## src/rtl/core/vwf_mul.sv

```systemverilog
module vwf_mul #(
  parameter int BW    = 24,
  parameter int SHIFT = 16,
  parameter int TW    = 8
) (
  input  logic          clk_i,
  input  logic          rst_ni,
  input  logic          en_i,
  input  logic          vld_i,
  input  logic [63:0]   a_i,
  input  logic [BW-1:0] b_i,
  input  logic          ovf_i,
  input  logic [TW-1:0] tag_i,
  output logic          vld_o,
  output logic [63:0]   p_o,
  output logic          ovf_o,
  output logic [TW-1:0] tag_o
);

  localparam int NB = (BW + 31) / 32;
  localparam int NP = 2 * NB;
  localparam int AW = 64 + BW;
  localparam int BX = 32 * NB;

  logic          vld_q [NP];
  logic          ovf_q [NP];
  logic [63:0]   a_q   [NP];
  logic [BW-1:0] b_q   [NP];
  logic [AW-1:0] acc_q [NP];
  logic [TW-1:0] tag_q [NP];

  // one 32x32 partial product per stage
  for (genvar k = 0; k < NP; k++) begin : g_pp
    localparam int AI = k % 2;
    localparam int BI = k / 2;
    logic          s_vld, s_ovf;
    logic [63:0]   s_a;
    logic [BW-1:0] s_b;
    logic [AW-1:0] s_acc;
    logic [TW-1:0] s_tag;
    logic [BX-1:0] bx;
    logic [63:0]   pp;

    if (k == 0) begin : g_first
      assign s_vld = vld_i;
      assign s_ovf = ovf_i;
      assign s_a   = a_i;
      assign s_b   = b_i;
      assign s_acc = '0;
      assign s_tag = tag_i;
    end else begin : g_next
      assign s_vld = vld_q[k-1];
      assign s_ovf = ovf_q[k-1];
      assign s_a   = a_q[k-1];
      assign s_b   = b_q[k-1];
      assign s_acc = acc_q[k-1];
      assign s_tag = tag_q[k-1];
    end

    assign bx = BX'(s_b);
    assign pp = 64'(s_a[32*AI +: 32]) * 64'(bx[32*BI +: 32]);

    always_ff @(posedge clk_i or negedge rst_ni) begin
      if (!rst_ni) begin
        vld_q[k] <= 1'b0;
      end else if (en_i) begin
        vld_q[k] <= s_vld;
      end
    end

    always_ff @(posedge clk_i) begin
      if (en_i) begin
        ovf_q[k] <= s_ovf;
        a_q[k]   <= s_a;
        b_q[k]   <= s_b;
        acc_q[k] <= s_acc + (AW'(pp) << (32 * (AI + BI)));
        tag_q[k] <= s_tag;
      end
    end
  end

  logic [AW:0]   sum;
  logic          vld_out_q, ovf_out_q;
  logic [63:0]   p_q;
  logic [TW-1:0] tag_out_q;

  assign sum = {1'b0, acc_q[NP-1]} + ((AW+1)'(1) << (SHIFT - 1));

  always_ff @(posedge clk_i or negedge rst_ni) begin
    if (!rst_ni) begin
      vld_out_q <= 1'b0;
    end else if (en_i) begin
      vld_out_q <= vld_q[NP-1];
    end
  end

  always_ff @(posedge clk_i) begin
    if (en_i) begin
      ovf_out_q <= ovf_q[NP-1] | (|sum[AW:64+SHIFT]);
      p_q       <= sum[SHIFT +: 64];
      tag_out_q <= tag_q[NP-1];
    end
  end

  assign vld_o = vld_out_q;
  assign p_o   = p_q;
  assign ovf_o = ovf_out_q;
  assign tag_o = tag_out_q;

endmodule

```

## config.mk

```make
export PLATFORM = sky130hd
export DESIGN_NAME = vwf_mul
export DESIGN_NICKNAME = d
export VERILOG_FILES = /design/src/rtl/core/vwf_mul.sv
export SDC_FILE = /design/constraint.sdc
export NUM_CORES = 2
export LEC_CHECK = 0
export BUFFER_PORTS_ARGS = -buffer_cell sky130_fd_sc_hd__buf_4
export CORE_UTILIZATION = 50
export CTS_BUF_LIST = sky130_fd_sc_hd__clkbuf_2
export DETAILED_ROUTE_END_ITERATION = 6
export PLACE_DENSITY_LB_ADDON = 0.1
export SYNTH_ARGS = -nofsm -noshare
export SYNTH_HDL_FRONTEND = slang
export SYNTH_SLANG_ARGS = --single-unit
```

## constraint.sdc

```tcl
create_clock -name clk_i -period 10.6 [get_ports clk_i]
set_clock_uncertainty 0.15 [all_clocks]
set_input_delay 0 -clock clk_i [delete_from_list [all_inputs] [get_ports clk_i]]
set_output_delay 0 -clock clk_i [all_outputs]
set_load 0.01 [all_outputs]
```

==> results.sh <==
export IMPL_status="finished clean"
export IMPL_crit_fanout=20
export IMPL_critPathRequiredTime_ns=11.42
export IMPL_r2r_slack_ns=1.09
export IMPL_worstRegToRegCells=25
export IMPL_critPathCapture="acc_q[0][169]"
export IMPL_tightest_slew_ns=1.202
export IMPL_met1_usage_pct=38.95
export IMPL_ys_ff_latch=264
export IMPL_worst_path_stages=25
export IMPL_die_area_mm2=0.1205
export IMPL_drtPass1Iterations=5
export IMPL_vias_per_cell=5.314
export IMPL_grt_setup_unrepaired="no"
export IMPL_tns_ns=0
export IMPL_die_width_um=347.2
export IMPL_cts_tree="done"
export IMPL_worst_endpoint_arrival_ns=10.33
export IMPL_crit_type="register to register"
export IMPL_grt_usage_pct=28.70
export IMPL_antenna_found_initial=7
export IMPL_fin_cells=8024
export IMPL_clock_fmax_mhz=105.2
export IMPL_finalCriticalPeriod_ns=9.509
export IMPL_rows=126
export IMPL_drt_iter0_drc=2721
export IMPL_layout_drive_gt1_share_pct=5.504
export IMPL_hp_class="primary input to register"
export IMPL_drtAntennaViolNets=0
export IMPL_final_seq_area_mm2=0.007913
export IMPL_clk_latency_ns=1.32
export IMPL_synth_top_area_share_pct=44.22
export IMPL_grt_util_met3_pct=4.581
export IMPL_multiInputGateArea_mm2=0.04530
export IMPL_period_share_pct=89.71
export IMPL_synth_most_common_cell="inv_1"
export IMPL_dp_hpwl_mm=129.7
export IMPL_synth_area_leaders="fa_1 (44%), edfxtp_1 (13%), inv_1 (8.7%)"
export IMPL_path_clk_slew_ns=0.14
export IMPL_drc=0
export IMPL_nNetsFinal=8241
export IMPL_timing_final_hold_violations=0
export IMPL_synthArstFlopShare_pct=1.136
export IMPL_grt_max_degree=159
export IMPL_dp_cells=7713
export IMPL_max_stage_delay_ns=0.92
export IMPL_num_vias=42638
export IMPL_drt_wl_total_mm=164.8
export IMPL_holdWs_ns=0.1531
export IMPL_reg2reg_from="b_q[0][5]"
export IMPL_cp_common_cell="fa_1"
export IMPL_grt_ovfl_total=0
export IMPL_postSynthCellCount=6260
export IMPL_maxSlewViolCount=0
export IMPL_grt_pass1_wl_mm=266.7
export IMPL_syn_area_mm2=0.05957
export IMPL_routedWlPerCell_um=20.54
export IMPL_finalSetupViolations=0
export IMPL_top_usage_layer="met2"
export IMPL_cts_root_buf="clkbuf_2"
export IMPL_synth_distinct_cells=75
export IMPL_cp_startpoint="b_q[0][5]"
export IMPL_relSlewSlack_pct=19.87
export IMPL_slowest_stage="a221oi_1"
export IMPL_synth_fp_nets=8062
export IMPL_worstPathBufferInverterCount=6
export IMPL_htreeDepth=3
export IMPL_ys_warn_count=0
export IMPL_cts_resized=0
export IMPL_cts_inserted_buffers=75
export IMPL_floorplan_initialDensity_pct=50.45
export IMPL_place_congestion=0.9126
export IMPL_cts_path_max_buffers=3
export IMPL_cp_top_family="adder cells"
export IMPL_yosysTopAreaCell="fa_1"
export IMPL_die_h_um=347.2
export IMPL_n_fill_cell=10910
export IMPL_synthFlopType="edfxtp_1"
export IMPL_end_kind="register"
export IMPL_max_cap_violations=0
export IMPL_grtUsageMet2_pct=47.73
export IMPL_synthTopCellsByCount="inv_1 (1384), fa_1 (1316), nand2_1 (1031), and2_1 (626), ha_1 (385)"
export IMPL_synth_edf_count=261
export IMPL_synth_seq_area_share_pct=13.28
export IMPL_core_area_mm2=0.1181
export IMPL_synthToLayoutAreaGrowth_pct=8.338
export IMPL_grt_pass1_vias=46937
export IMPL_clock_sinks=264
export IMPL_io_pins=175
export IMPL_reg2reg_to="acc_q[0][169]"
export IMPL_synth_avg_cell_area_um2=9.516
export IMPL_io_buffer_count=174
export IMPL_start_kind="register"
==> layout make-up <==
cell class	count	share of cell area (%)
clock buffer	94	0.7289
inverter	1384	8.049
antenna	2	0.007755
multi-input combinational	4307	70.20
clock inverter	30	0.2695
sequential	264	12.26
tap	1536	2.978
timing repair buffer	407	5.510
==> worst min path at each step <==
stage          startpoint       endpoint  slack [ns]  depth (start not counted)
6_report          a_i[30]   acc_q[0][55]        0.15                          8
3_5_place_dp       rst_ni          vld_o       -0.36                          1
3_3_place_gp       rst_ni  g_pp[1].s_vld       -0.36                          1
2_1_floorplan      rst_ni  g_pp[1].s_vld       -0.45                          0
5_1_grt           a_i[30]   acc_q[0][55]        0.16                          8
4_1_cts           a_i[30]   acc_q[0][37]       0.005                          9
==> what timing repair did <==
action,CTS,global route
hold buffers,185,0
setup buffers,0,0
endpoints found under the hold margin,338,0
==> per-layer routing <==
metal / wire length [um] / share of wire [%]
met1: 70250 / 43
met2: 79220 / 48
met3: 11220 / 6.8
met4: 4048 / 2.5
met5: 47 / 0.029
==> kinds of logic (layout without fill, tap and decap cells) <==
logic type / after synthesis / in the layout / synth area share (%)
compound gates: 384 / 384 / 4.173
xor+xnor: 199 / 199 / 2.949
buf+inv: 1689 / 1915 / 10.68
flops: 264 / 264 / 13.28
fa+ha+maj: 1701 / 1701 / 52.31
mux: 9 / 9 / 0.1575
other cells: 0 / 2 / 0
simple gates: 2014 / 2014 / 16.45
==> through the flow <==
step	utilization [%]	cell area, um2	setup slack [ns]
floorplan	-	59570	2.376
global placement	52.52	62020	1.280
detailed placement	52.52	62020	1.114
CTS	54.65	64530	1.132
global route	54.65	64540	0.6547
finish	54.66	64540	1.091
==> cell usage in the layout, fill, tap and decap left out, types with 64 or more instances in the layout <==
| cell | n |
|---|---|
| a21oi_1 | 115 |
| xor2_1 | 67 |
| ha_1 | 385 |
| nor2_1 | 103 |
| dlygate4sd3_1 | 184 |
| fa_1 | 1316 |
| buf_4 | 220 |
| edfxtp_1 | 261 |
| nand2_1 | 1031 |
| and2_1 | 626 |
| clkbuf_2 | 94 |
| inv_1 | 1384 |
| o21ai_0 | 64 |
| xnor2_1 | 131 |
==> tightest hold or removal path: cells and delay by family <==
kind                     cells  cell delay [ns]
XOR/XNOR                     4             0.51
AND/OR/NAND/NOR              1             0.18
buffers and inverters        1             0.27
adder cells (fa/ha/maj)      2             0.36
==> sequential cells by signal, indices dropped and copies added, names as in the netlist <==
signal and cells:
b_q 24, a_q 32, tag_o 8, vld_o 1, vld_q 1, tag_q 16
ovf_q 2, ovf_o 1, acc_q 114, g_pp.s_vld 1, p_o 64
Power is left out: the tool's default activity adds up to more than one toggle a clock period on the data nets, which glitch-free logic cannot reach.
