**config.mk**
```make
export PLATFORM = sky130hd
export DESIGN_NAME = vwf_isqrt
export DESIGN_NICKNAME = d
export VERILOG_FILES = /design/src/rtl/core/vwf_isqrt.sv
export SDC_FILE = /design/constraint.sdc
export NUM_CORES = 2
export LEC_CHECK = 0
export BUFFER_PORTS_ARGS = -buffer_cell sky130_fd_sc_hd__buf_4
export CAP_MARGIN = 20
export CORE_ASPECT_RATIO = 1.5
export CORE_MARGIN = 2
export CORE_UTILIZATION = 45
export CTS_CLUSTER_SIZE = 8
export DETAILED_ROUTE_END_ITERATION = 12
export SKIP_LAST_GASP = 1
export SLEW_MARGIN = 20
export SYNTH_ARGS = -nofsm -noshare
export SYNTH_HDL_FRONTEND = slang
export SYNTH_SLANG_ARGS = --single-unit
```
**constraint.sdc**
```tcl
create_clock -name clk_i -period 5.95 [get_ports clk_i]
set_clock_uncertainty 0.1 [all_clocks]
set_input_delay 0.595 -clock clk_i [delete_from_list [all_inputs] [get_ports clk_i]]
set_output_delay 0.595 -clock clk_i [all_outputs]
set_load 0.1 [all_outputs]
```
**src/rtl/core/vwf_isqrt.sv**
```systemverilog
module vwf_isqrt #(
  parameter int W  = 24,
  parameter int TW = 8
) (
  input  logic           clk_i,
  input  logic           rst_ni,
  input  logic           en_i,
  input  logic           vld_i,
  input  logic [2*W-1:0] val_i,
  input  logic [TW-1:0]  tag_i,
  output logic           vld_o,
  output logic [W-1:0]   root_o,
  output logic [TW-1:0]  tag_o
);

  logic           vld_q  [W];
  logic [W+1:0]   rem_q  [W];
  logic [W-1:0]   root_q [W];
  logic [2*W-1:0] v_q    [W];
  logic [TW-1:0]  tag_q  [W];

  for (genvar i = 0; i < W; i++) begin : g_stage
    logic           s_vld;
    logic [W+1:0]   s_rem, rem2, trial;
    logic [W-1:0]   s_root;
    logic [2*W-1:0] s_v;
    logic [TW-1:0]  s_tag;
    logic           ge;

    if (i == 0) begin : g_first
      assign s_vld  = vld_i;
      assign s_rem  = '0;
      assign s_root = '0;
      assign s_v    = val_i;
      assign s_tag  = tag_i;
    end else begin : g_next
      assign s_vld  = vld_q[i-1];
      assign s_rem  = rem_q[i-1];
      assign s_root = root_q[i-1];
      assign s_v    = v_q[i-1];
      assign s_tag  = tag_q[i-1];
    end

    assign rem2  = {s_rem[W-1:0], s_v[2*W-1 -: 2]};
    assign trial = {s_root, 2'b01};
    assign ge    = rem2 >= trial;

    always_ff @(posedge clk_i or negedge rst_ni) begin
      if (!rst_ni) begin
        vld_q[i] <= 1'b0;
      end else if (en_i) begin
        vld_q[i] <= s_vld;
      end
    end

    always_ff @(posedge clk_i) begin
      if (en_i) begin
        rem_q[i]  <= ge ? rem2 - trial : rem2;
        root_q[i] <= {s_root[W-2:0], ge};
        v_q[i]    <= {s_v[2*W-3:0], 2'b00};
        tag_q[i]  <= s_tag;
      end
    end
  end

  assign vld_o  = vld_q[W-1];
  assign root_o = root_q[W-1];
  assign tag_o  = tag_q[W-1];

endmodule

```
==> tab_implementation.tex <==
\begin{tabular}{lr}
\hline
Metric & Value \\
\hline
\multicolumn{2}{l}{\textbf{CTS}} \\
\quad TritonCTS clock tree & built \\
\quad Clock tree sinks & 1,590 \\
\quad CTS H-tree lvls & 4 \\
\quad Setup Fix Bufs, Post-CTS & 0 \\
\quad Cts bufs inserted & 216 \\
\quad Maximum count of clock buffers along a single path & 3 \\
\quad Buffer cell driving the clock tree root & clkbuf\_16 \\
\quad Clock Pin Slew Worst Setup and Hold Paths & 0.05 ns \\
\quad Clock latency reported for the late side of the worst-skew pair & 0.82 ns \\
\quad CTS Hold Bufs & 59 \\
\quad CTS resizes & 0 \\
\multicolumn{2}{l}{\textbf{STA}} \\
\quad Final critical delay including setup and external delays & 4.21 ns \\
\quad Final period utilization & 70.7\% \\
\quad Remaining max-slew budget at the tightest pin & 22.2\% \\
\quad Highest Clock Rate & 238 MHz \\
\quad Setup TNS & 0 ns \\
\quad Final-report setup violation count & 0 \\
\quad Unrepaired setup endpoints after global routing & no \\
\quad Worst slew pin tran & 1.16 ns \\
\quad Final setup margin & 1.74 ns \\
\quad Number of hold violations in the final report & 0 \\
\quad Final worst hold slack & 0.157 ns \\
\quad Final slew viol count & 0 \\
\multicolumn{2}{l}{\textbf{Status}} \\
\quad Result of the run & completed \\
\multicolumn{2}{l}{\textbf{Power}} \\
\quad Pleak & 30.3 nW \\
\quad Power density relative to cell area & 387 nW/um2 \\
\quad Peak ir drop on the vdd network & 0.000293 V \\
\multicolumn{2}{l}{\textbf{Routing}} \\
\quad Starting DRT DRC Count & 2,001 \\
\quad Detailed-route wire length & 133,000 um \\
\quad Vias per cell & 5.29 \\
\quad Remaining number of nets flagged by the antenna check after routing & 0 \\
\quad First drt pass iteration count & 5 \\
\quad Number of remaining DRC errors & 0 \\
\quad WL per Instance & 17.8 um \\
\quad Via count & 39,594 \\
\multicolumn{2}{l}{\textbf{Floorplan}} \\
\quad DIE AREA & 158,000 um2 \\
\quad Area of the placeable core & 155,000 um2 \\
\quad I/O pin cnt & 93 \\
\quad Die outline height & 486 um \\
\quad Horizontal extent of the die & 326 um \\
\quad Starting density of the core & 45.2\% \\
\quad Number of rows created at floorplan & 177 \\
\multicolumn{2}{l}{\textbf{Synthesis}} \\
\quad Sequential share of the synthesized area & 68.2\% \\
\quad Syn\_area\_per\_cell & 13.8 um2 \\
\quad Synth area leaders & edfxtp\_1, ha\_1, xor2\_1 \\
\quad Cell taking the most area after synthesis & edfxtp\_1 \\
\quad Synthesis Warnings & 0 \\
\quad Post-synth ARST share & 1.51\% \\
\quad Instance count of the mapped netlist & 5,059 \\
\quad Prevailing post-synth register cell & edfxtp\_1 \\
\quad Number of flip-flops and latches in the synthesized netlist & 1,590 \\
\quad Number of library cell types mapped by synthesis & 87 \\
\quad Share of the synthesized area in the top cell type & 67.3\% \\
\quad Number of enable flip-flop cells after synthesis & 1,566 \\
\quad Net count of the mapped netlist & 5,444 \\
\quad Post-synthesis cell area & 69,800 um2 \\
\multicolumn{2}{l}{\textbf{Worst hold path}} \\
\quad Hold Crit Class & in2async \\
\multicolumn{2}{l}{\textbf{Setup path}} \\
\quad Cell-by-cell listing of the critical path & ha\_1, a21o\_1, a31o\_2, a221oi\_1, o2111ai\_1, a21oi\_1, o31a\_1, a22o\_1, buf\_12, inv\_1, a31o\_2 \\
\quad Worst setup EP type & flip-flop \\
\quad Crit path arrival time & 4.69 ns \\
\quad Startpoint type of the worst setup path & flip-flop \\
\quad Worst path most repeated cell & a31o\_2 \\
\quad CP bufs+invs & 2 \\
\quad Slowest-stage cell, CP & a22o\_1 \\
\quad Start-to-end type of the worst setup path & reg2reg \\
\quad Highest fanout seen on the critical path & 29 \\
\quad Maximum cell stage delay along the critical path & 0.56 ns \\
\quad Worst endpoint required time & 6.43 ns \\
\quad Critical path's top delay family & compound AO/OA/AOI/OAI gates \\
\multicolumn{2}{l}{\textbf{Finish}} \\
\quad Most common library cell in the layout ignoring fill and taps & edfxtp\_1 \\
\quad Final-stage net count & 5,766 \\
\quad Final instance count without filler cells & 7,482 \\
\quad Most frequent cells in the layout & edfxtp\_1, inv\_1, nand2\_1 \\
\quad Cell area after layout & 79,700 um2 \\
\quad Area growth, synth to finish & 14.2\% \\
\quad Share of post-route cells with drive strength above 1 & 8.59\% \\
\multicolumn{2}{l}{\textbf{Global route}} \\
\quad Total congestion overflow after global routing & 0 \\
\quad Number of antenna violations at the first check in global routing & 3 \\
\quad Global-route wire length before repair & 208,000 um \\
\quad Combined global-route utilization of all metal layers & 16.7\% \\
\quad Pin count of the biggest net entering global routing & 181 \\
\quad Number of global-route vias before repair & 41,222 \\
\multicolumn{2}{l}{\textbf{Placed design}} \\
\quad Number of buffer cells added on primary ports & 92 \\
\quad Worst slack at placement & 1.81 ns \\
\quad \# placed instances & 7,162 \\
\quad Global placer's final weighted congestion & 0.903 \\
\quad Dpl hpwl & 94,000 um \\
\quad Total cell area at the placement stage & 73,300 um2 \\
\multicolumn{2}{l}{\textbf{Flow run}} \\
\quad Max-capacitance violation count & 0 \\
\hline
\end{tabular}
[cells in the mapped netlist (all sizes together), types with 8 or more instances]
cell,count
nand2b,64
and2,16
a211oi,39
clkbuf,76
ha,325
nor2,277
nand3,92
and3,27
xor2,219
or3,43
nor3,115
a21o,110
a21oi,234
nor4,61
nand4,41
o2111ai,8
o211ai,11
dfrtp,24
nand2,352
o31ai,43
and4,10
a31oi,28
a21boi,12
nor2b,40
a2111oi,10
nand4b,10
inv,405
a211o,10
o21ai,287
xnor2,190
or4,30
mux2,57
o21bai,20
or2,20
a221oi,8
edfxtp,1566
o31a,8
o21a,61
buf,16
[final timing paths]
path / startpoint / endpoint / slack (ns) / depth (start not counted)
max: rem_q[2][110] / rem_q[2][134] / 1.74 / 11
min: rst_ni / vld_o / 0.16 / 2
min reg2reg: v_q[1][128] / v_q[1][176] / 0.29 / 0
max in group asynchronous: rst_ni / g_stage[15].s_vld / 5.35 / 2
min in group clk_i: en_i / v_q[0][44] / 0.19 / 1
max reg2reg: rem_q[2][110] / rem_q[2][134] / 1.74 / 11
[sequential cells by signal (all words and copies together), names as in the netlist]
| register | cells |
|---|---|
| v_q | 552 |
| g_stage.s_vld | 23 |
| tag_q | 192 |
| root_q | 300 |
| vld_o | 1 |
| rem_q | 522 |
[final cells by class]
class,instances,area (um2)
well taps,2058,2570
diodes,2,5.00
clock inverters,15,333
clock buffers,244,5530
multi-input cells,2971,20300
repair buffers,196,1790
flip-flops and latches,1590,47600
fillers,13137,74800
inverters,406,1520
[worst register-to-register path: stages (launching register included)]
cell and delay, ns:
edfxtp_1 0.39, ha_1 0.38, a21o_1 0.22, a31o_2 0.21, a221oi_1 0.52, o2111ai_1 0.50
a21oi_1 0.34, o31a_1 0.20, a22o_1 0.56, buf_12 0.25, inv_1 0.09, a31o_2 0.22
[cell families (layout without fill, tap and decap cells)]
logic type | count (synthesis) | after routing | synth area share, %
adder cells (fa/ha/maj) | 325 | 325 | 5.82
AO/OA/AOI/OAI | 947 | 947 | 8.53
AND/OR/NAND/NOR | 1226 | 1226 | 8.60
multiplexers | 63 | 63 | 1.01
buffers and inverters | 498 | 861 | 2.70
flip-flops | 1590 | 1590 | 68.2
other | 1 | 3 | 0.00537
XOR/XNOR | 409 | 409 | 5.13
[per-stage QoR]
stage	total power [mW]	util (%)
after floorplan	18.5	-
after global placement	20.1	47.4
after detailed placement	20.2	47.4
after CTS	31.3	51.6
after global routing	32.4	51.6
final	30.9	51.6
[layer usage]
metal	wire length (um)	part of all wire (%)	track usage [%]	vias up
li1	-	-	-	19321
met5	0	0	0	-
met2	78400	59	34.6	686
met3	4320	3.2	3.23	387
met1	42400	32	14.1	19200
met4	7950	6.0	10.1	0
[report_power, final]
part | switching (mW) | internal (mW) | total (mW)
clock network | 4.40 | 6.45 | 10.9
logic | 3.08 | 2.20 | 5.28
registers | 0.705 | 14.1 | 14.8
No activity file was read; power rests on OpenSTA's default activity.
