**config.mk**
```make
export PLATFORM = sky130hd
export DESIGN_NAME = vwf_coef
export DESIGN_NICKNAME = d
export VERILOG_FILES = /design/src/rtl/core/vwf_pkg.sv /design/src/rtl/core/vwf_coef.sv
export SDC_FILE = /design/constraint.sdc
export NUM_CORES = 2
export LEC_CHECK = 0
export BUFFER_PORTS_ARGS = -buffer_cell sky130_fd_sc_hd__buf_2
export CORE_ASPECT_RATIO = 0.5
export CORE_MARGIN = 1
export CORE_UTILIZATION = 55
export DETAILED_ROUTE_END_ITERATION = 6
export HOLD_SLACK_MARGIN = 0.03
export MAX_ROUTING_LAYER = met4
export PLACE_DENSITY = 0.7
export SLEW_MARGIN = 20
export SYNTH_ARGS = -nofsm -noshare
export SYNTH_HDL_FRONTEND = slang
export SYNTH_SLANG_ARGS = --single-unit
```
**constraint.sdc**
```tcl
create_clock -name clk_i -period 24.4 [get_ports clk_i]
set_input_delay 4.88 -clock clk_i [delete_from_list [all_inputs] [get_ports clk_i]]
set_output_delay 4.88 -clock clk_i [all_outputs]
set_load 0.1 [all_outputs]
```
**src/rtl/core/vwf_pkg.sv**
```systemverilog
package vwf_pkg;

  localparam int HEAD_FRAC_BITS = 16;
  localparam int HEAD_W         = 32;
  // meters in Q32, nonnegative head only
  localparam int H_W            = HEAD_W - 1 + 32 - HEAD_FRAC_BITS;
  localparam int SQ_W           = (H_W + 1) / 2;
  localparam int C_W            = 44;
  localparam int ST_W           = 3;

  localparam logic [15:0] ANGLE_LIMIT = 16'd46080;
  localparam logic [47:0] FLOW_MAX    = '1;

  typedef enum logic [2:0] {
    ST_OK        = 3'd0,
    ST_NOT_SEL   = 3'd1,
    ST_BAD_GEOM  = 3'd2,
    ST_BELOW_MIN = 3'd3,
    ST_BAD_UNIT  = 3'd4,
    ST_SAT       = 3'd5
  } status_e;

  typedef enum logic [7:0] {
    REG_FLOW_ENABLE    = 8'd0,
    REG_HEAD_SENSOR_ID = 8'd1,
    REG_DISCHARGE_COEF = 8'd2,
    REG_NOTCH_ANGLE    = 8'd3,
    REG_MIN_HEAD       = 8'd4,
    REG_HEAD_UNIT      = 8'd5,
    REG_FLOW_UNIT      = 8'd6,
    REG_FLOW_SENSOR_ID = 8'd7
  } reg_idx_e;

  typedef enum logic [2:0] {
    CS_IDLE,
    CS_ANGLE,
    CS_ROT,
    CS_CLAMP,
    CS_DIV,
    CS_MUL,
    CS_RND
  } coef_state_e;

  typedef struct packed {
    logic        start;
    logic [15:0] cd;
    logic [15:0] angle;
    logic [1:0]  flow_unit;
  } coef_cfg_t;

  typedef struct packed {
    logic        busy;
    logic        ovf;
    logic [63:0] k;
  } coef_res_t;

  function automatic logic [32:0] unit_scale(input logic [1:0] u);
    logic [32:0] r;
    case (u)
      2'd0:    r = 33'h1_0000_0000;
      2'd1:    r = 33'd42949673;
      2'd2:    r = 33'd4294967;
      2'd3:    r = 33'd109092169;
      default: r = 33'h1_0000_0000;
    endcase
    return r;
  endfunction

  function automatic logic [C_W-1:0] flow_const(input logic [1:0] sel);
    logic [C_W-1:0] r;
    case (sel)
      2'd0:    r = 44'd10144576578;
      2'd1:    r = 44'd10144576578000;
      2'd2:    r = 44'd358252340719;
      default: r = 44'd10144576578;
    endcase
    return r;
  endfunction

  function automatic logic [31:0] atan_q30(input logic [4:0] i);
    logic [31:0] r;
    case (i)
      5'd0:    r = 32'd843314856;
      5'd1:    r = 32'd497837829;
      5'd2:    r = 32'd263043836;
      5'd3:    r = 32'd133525158;
      5'd4:    r = 32'd67021686;
      5'd5:    r = 32'd33543515;
      5'd6:    r = 32'd16775850;
      5'd7:    r = 32'd8388437;
      5'd8:    r = 32'd4194282;
      5'd9:    r = 32'd2097149;
      5'd10:   r = 32'd1048575;
      5'd11:   r = 32'd524287;
      5'd12:   r = 32'd262143;
      5'd13:   r = 32'd131071;
      5'd14:   r = 32'd65535;
      5'd15:   r = 32'd32767;
      5'd16:   r = 32'd16383;
      5'd17:   r = 32'd8191;
      5'd18:   r = 32'd4095;
      5'd19:   r = 32'd2047;
      5'd20:   r = 32'd1023;
      5'd21:   r = 32'd511;
      5'd22:   r = 32'd255;
      5'd23:   r = 32'd127;
      5'd24:   r = 32'd63;
      5'd25:   r = 32'd31;
      5'd26:   r = 32'd15;
      5'd27:   r = 32'd7;
      5'd28:   r = 32'd3;
      5'd29:   r = 32'd1;
      default: r = 32'd0;
    endcase
    return r;
  endfunction

endpackage

```
**src/rtl/core/vwf_coef.sv**
```systemverilog
module vwf_coef (
  input  logic               clk_i,
  input  logic               rst_ni,
  input  vwf_pkg::coef_cfg_t cfg_i,
  output vwf_pkg::coef_res_t res_o
);

  vwf_pkg::coef_state_e state_q, state_d;

  logic signed [33:0] x_q, y_q, z_q;
  logic [5:0]         cnt_q;
  logic               phase_q;
  logic [63:0]        dvd_q, quo_q;
  logic [31:0]        dvs_q, rem_q;
  logic [107:0]       mc_q, acc_q;
  logic [43:0]        ml_q;
  logic [63:0]        k_q;
  logic               ovf_q;
  logic               busy;

  logic [47:0]        ang_prod;
  logic signed [33:0] dx, dy, at;
  logic [32:0]        rem2;
  logic               ge;
  logic [108:0]       sum0, sum1;
  logic [1:0]         sel;

  always_comb begin
    state_d = state_q;
    case (state_q)
      vwf_pkg::CS_IDLE:  state_d = vwf_pkg::CS_IDLE;
      vwf_pkg::CS_ANGLE: state_d = vwf_pkg::CS_ROT;
      vwf_pkg::CS_ROT:   if (cnt_q == 6'd29) state_d = vwf_pkg::CS_CLAMP;
      vwf_pkg::CS_CLAMP: state_d = vwf_pkg::CS_DIV;
      vwf_pkg::CS_DIV:   if (cnt_q == 6'd0) state_d = vwf_pkg::CS_MUL;
      vwf_pkg::CS_MUL:   if (cnt_q == 6'd0) state_d = vwf_pkg::CS_RND;
      vwf_pkg::CS_RND:   state_d = phase_q ? vwf_pkg::CS_IDLE : vwf_pkg::CS_MUL;
      default:           state_d = vwf_pkg::CS_IDLE;
    endcase
    if (cfg_i.start) state_d = vwf_pkg::CS_ANGLE;
  end

  always_comb begin
    busy = (state_q != vwf_pkg::CS_IDLE);
  end

  always_ff @(posedge clk_i or negedge rst_ni) begin
    if (!rst_ni) begin
      state_q <= vwf_pkg::CS_ANGLE;
    end else begin
      state_q <= state_d;
    end
  end

  // half angle in radians Q30
  assign ang_prod = 48'(cfg_i.angle) * 48'(32'd2398762258) + 48'd32768;
  assign dx   = y_q >>> cnt_q[4:0];
  assign dy   = x_q >>> cnt_q[4:0];
  assign at   = $signed({2'b00, vwf_pkg::atan_q30(cnt_q[4:0])});
  assign rem2 = {rem_q, dvd_q[63]};
  assign ge   = rem2 >= {1'b0, dvs_q};
  assign sum0 = {1'b0, acc_q} + (109'd1 << 13);
  assign sum1 = {1'b0, acc_q} + (109'd1 << 31);
  assign sel  = (cfg_i.flow_unit == 2'd3) ? 2'd0 : cfg_i.flow_unit;

  always_ff @(posedge clk_i) begin
    case (state_q)
      vwf_pkg::CS_ANGLE: begin
        x_q   <= 34'sd1 <<< 30;
        y_q   <= '0;
        z_q   <= $signed({2'b00, ang_prod[47:16]});
        cnt_q <= '0;
        ovf_q <= 1'b0;
      end
      vwf_pkg::CS_ROT: begin
        if (!z_q[33]) begin
          x_q <= x_q - dx;
          y_q <= y_q + dy;
          z_q <= z_q - at;
        end else begin
          x_q <= x_q + dx;
          y_q <= y_q - dy;
          z_q <= z_q + at;
        end
        cnt_q <= cnt_q + 6'd1;
      end
      vwf_pkg::CS_CLAMP: begin
        dvd_q <= y_q[33] ? 64'd0 : {y_q[31:0], 32'd0};
        dvs_q <= (x_q[33] || x_q == '0) ? 32'd1 : x_q[31:0];
        rem_q <= '0;
        quo_q <= '0;
        cnt_q <= 6'd63;
      end
      vwf_pkg::CS_DIV: begin
        rem_q <= ge ? 32'(rem2 - {1'b0, dvs_q}) : rem2[31:0];
        quo_q <= {quo_q[62:0], ge};
        dvd_q <= {dvd_q[62:0], 1'b0};
        cnt_q <= cnt_q - 6'd1;
        if (cnt_q == 6'd0) begin
          mc_q    <= 108'({quo_q[62:0], ge});
          ml_q    <= 44'(cfg_i.cd);
          acc_q   <= '0;
          cnt_q   <= 6'd43;
          phase_q <= 1'b0;
        end
      end
      vwf_pkg::CS_MUL: begin
        if (ml_q[0]) acc_q <= acc_q + mc_q;
        mc_q  <= {mc_q[106:0], 1'b0};
        ml_q  <= {1'b0, ml_q[43:1]};
        cnt_q <= cnt_q - 6'd1;
      end
      vwf_pkg::CS_RND: begin
        if (!phase_q) begin
          ovf_q   <= |sum0[108:78];
          mc_q    <= 108'(sum0[77:14]);
          ml_q    <= vwf_pkg::flow_const(sel);
          acc_q   <= '0;
          cnt_q   <= 6'd43;
          phase_q <= 1'b1;
        end else begin
          ovf_q <= ovf_q | (|sum1[108:96]);
          k_q   <= sum1[95:32];
        end
      end
      default: begin
      end
    endcase
  end

  assign res_o.busy = busy;
  assign res_o.ovf  = ovf_q;
  assign res_o.k    = k_q;

endmodule

```
==> results by group <==
Logic synthesis
  – Number of synthesized flops with an enable pin: 593
  – Syn Area/Cell: ~9.5 sq um
  – Syn Inst Count: 5745
  – Register area share after synthesis: 33.79%
  – Top cell type's share of synthesized area: 32.55%
  – Top-count cell post-synth: edfxtp_1
  – Synth unique cells: 101
  – Synth cell count leaders: 593 x edfxtp_1, 531 x nor2_1, 461 x nand2_1
  – Syn nets: ~6400
  – Async set-reset flop share out of synthesis: less than 1%
  – Top cells by area, synth: edfxtp_1 33%, ha_1 9.9%, fa_1 5.7%
  – Prevailing post-synth register cell: edfxtp_1
  – Post-Synthesis Cell Area: roughly 55000 sq um
  – Register bit total from synthesis: approximately 630
  – Area leader, netlist: edfxtp_1
  – Synth warn: 0

Global routing
  – Global Route Usage Sum: 33.41%
  – Initial antenna violation count: 3
  – Total grt overflow: 0
  – Vias in the first global route: 43420
  – First-pass GRT wire length: approximately 250000 um
  – Largest net degree at the start of global routing: between 150 and 200

Worst hold path
  – Hold path depth: 1
  – Hold Startpoint: ml_q[30]
  – Min-delay worst type: flop to flop
  – Hold EP: ml_q[29]

Route
  – Vias per cell: 6.320
  – Met3 Wirelength: 11490 um
  – Routed wire length per instance: 23.29 um
  – Post-Route WL: 164700 um
  – DRC viols: 0
  – Routed Antenna Nets: 0
  – Initial DRC count: ~4200
  – Met2 WL: between 70000 and 80000 um
  – WL met1: 69450 um
  – Via count: 44680
  – TritonRoute pass-1 iters: 6
  – Top routing layer in use: met4

Clock network
  – CTS tree: built
  – Setup bufs post-CTS: 0
  – Clock sinks: 626
  – H-tree Lvls: 2
  – Cts hold-fix bufs: 0
  – CTS clk-pin slew, worst paths: 0.07 ns
  – TritonCTS Buffers: a little over 60
  – Clk Latency, worst-skew pair: 0.71 ns
  – Longest Clk Path Bufs: 3
  – CTS root buffer: clkbuf_16
  – Resized cells post-CTS: 0

Status
  – Status: finished clean

Finish
  – Layout Utilization: 59.46%
  – Layout cells sized above 1: ~7.7%
  – Fin nets: 6314
  – Area growth, synth to finish: 6.645%
  – Non-Filler Instances: 7070

STA
  – Final Skew: 0.03698 ns
  – Max-slew headroom: 21.59%
  – RSZ-0062 raised after global routing: false
  – Final setup TNS: 0 ns
  – Max Clock Freq: between 80 and 90 MHz
  – Actual slew at the worst max-slew pin: 1.169 ns
  – Final min period: ~12 ns
  – Final Hold Vio Count: 0
  – # setup viols final: 0
  – Final period utilization: 48.40%
  – Final Max Tran Viols: 0

Die
  – Cell Rows: 81
  – Die H: 225 um
  – Die area: just over 100000 sq um
  – Die width: 448 um
  – Initial Utilization: 55.76%
  – CORE AREA: 98100 sq um
  – Top Ports: 103

Place
  – Dpl cells: 6954
  – GP Congestion: 1.011
  – HPWL Detailed: 123400 um
  – Port bufs: between 100 and 150

Setup path
  – R2r setup slk: 15.61 ns
  – Worst EP required: roughly 25 ns
  – Setup crit end kind: flop
  – Crit Path Class: input pin to flop
  – CP Max Fanout: 10
  – Crit path DAT: 12.21 ns
  – Startpoint types: input pin
  – Worst Reg-to-Reg Cells: 24
  – Reg2Reg Launch Point: cnt_q[1]
  – Reg-to-reg critical path endpoint: y_q[29]

Power
  – Pwr dens: between 100 and 150 nW/um^2
  – LEAKAGE: 23.79 nW
  – Maximum VDD drop: about 0.00026 V

Run
  – Max-cap viol count: 0
-- metrics by stage --
stage               setup slack, ns  instance area, sq um  total power, mW  hold WS [ns]
finish                        12.59                 58340            7.816        0.5181
global route                  12.27                 58340            8.469        0.5368
CTS                           12.62                 58330            7.798        0.5214
detailed placement            11.91                 56210            6.741        0.5052
global placement              11.99                 56210            6.668        0.4997
floorplan                     11.61                 54700            5.525        0.4924
-- kinds of logic (layout without fill, tap and decap cells) --
kind of cell | Yosys count | count (layout) | share of synthesized area [%]
buffers and inverters | 642 | 637 | 4.689
adder cells (fa/ha/maj) | 588 | 588 | 15.58
flip-flops | 626 | 626 | 33.79
AND/OR/NAND/NOR | 1815 | 1815 | 16.03
other | 0 | 2 | 0
AO/OA/AOI/OAI | 1360 | 1360 | 15.84
multiplexers | 218 | 218 | 6.128
XOR/XNOR | 496 | 496 | 7.941
-- worst max-delay path, stage by stage --
cell and delay (ns):
buf_2 0.20, fa_1 0.63, inv_1 0.12, fa_1 0.54, inv_1 0.05, fa_1 0.47
fa_1 0.50, inv_1 0.06, fa_1 0.51, fa_1 0.55, inv_1 0.04, ha_1 0.47
and4_1 0.27, nand2_1 0.10, a2111o_1 0.37, and3_1 0.25, or2_1 0.30, xnor2_1 0.16
or4_1 0.64, or4_1 0.60, a221o_1 0.32, nand4_1 0.08, o211ai_1 0.09
-- report_power, final --
| group | switching [mW] | internal (mW) |
|---|---|---|
| Combinational | 3.14 | 2.11 |
| Sequential | 0.132 | 1.41 |
| Clock | 0.472 | 0.561 |
| Total | 3.74 | 4.07 |
-- metal layers --
metal  vias up  global-route usage [%]
met2      1732                   54.58
met3       322                   4.508
li1      20750                       -
met5         -                       -
met1     21880                   43.23
met4         0                   10.24
-- placed cells by master (no fill, tap or decap), types with 14 or more instances in the layout --
cell type	synthesis	layout
or2_2	26	26
a21boi_0	16	16
o211ai_1	21	21
o31ai_1	18	18
fa_1	155	155
a211oi_1	50	50
buf_4	6	47
and4_1	17	17
nand2_1	461	458
xnor2_1	275	275
nor3_1	104	104
ha_1	433	433
and3_1	122	122
clkbuf_16	0	64
mux4_2	90	90
or3_1	25	25
xor2_1	221	221
o21a_1	33	32
nor4_1	28	28
and2_1	140	137
nor2_1	531	528
a21o_1	173	173
nand2b_1	38	38
nand3_1	133	133
a31oi_1	60	60
buf_2	21	102
o21ai_0	318	318
a22oi_1	68	68
a221o_1	19	19
nor2b_1	45	45
a21oi_1	378	374
a221oi_1	14	14
o21bai_1	49	49
dfxtp_1	30	30
nand4_1	84	84
inv_1	367	367
edfxtp_1	593	593
mux2_2	25	25
mux2i_1	102	101
-- layout make-up --
type | instances | area (sq um)
well taps | 1328 | 1662
clock buffers | 71 | 1642
diodes | 2 | 5.005
repair buffers | 151 | 903.4
flip-flops and latches | 626 | 18480
fillers | 8529 | 39770
clock inverters | 43 | 479.2
multi-input cells | 4477 | 33770
inverters | 372 | 1396
-- worst max-delay path by stage --
stage                     startpoint       end  slack, ns  depth (start not counted)
final                       cfg_i[7]   z_q[31]      12.59                         23
after floorplan             cnt_q[0]  acc_q[0]      11.61                         11
after CTS                   cfg_i[6]   z_q[31]      12.62                         23
after global placement      cfg_i[7]   z_q[31]      11.99                         23
after global routing        cfg_i[3]   z_q[31]      12.27                         23
after detailed placement    cfg_i[6]   z_q[31]      11.91                         23
-- flip-flops by register name (all words and copies together), names as in the netlist, 30 cells and up --
| name | cells |
|---|---|
| mc_q | 108 |
| y_q | 34 |
| acc_q | 108 |
| at | 30 |
| dvd_q | 32 |
| rem_q | 32 |
| quo_q | 63 |
| ml_q | 44 |
| z_q | 34 |
| x_q | 34 |
| dvs_q | 32 |
| k_q | 64 |
(Power assumes the default switching activity.)
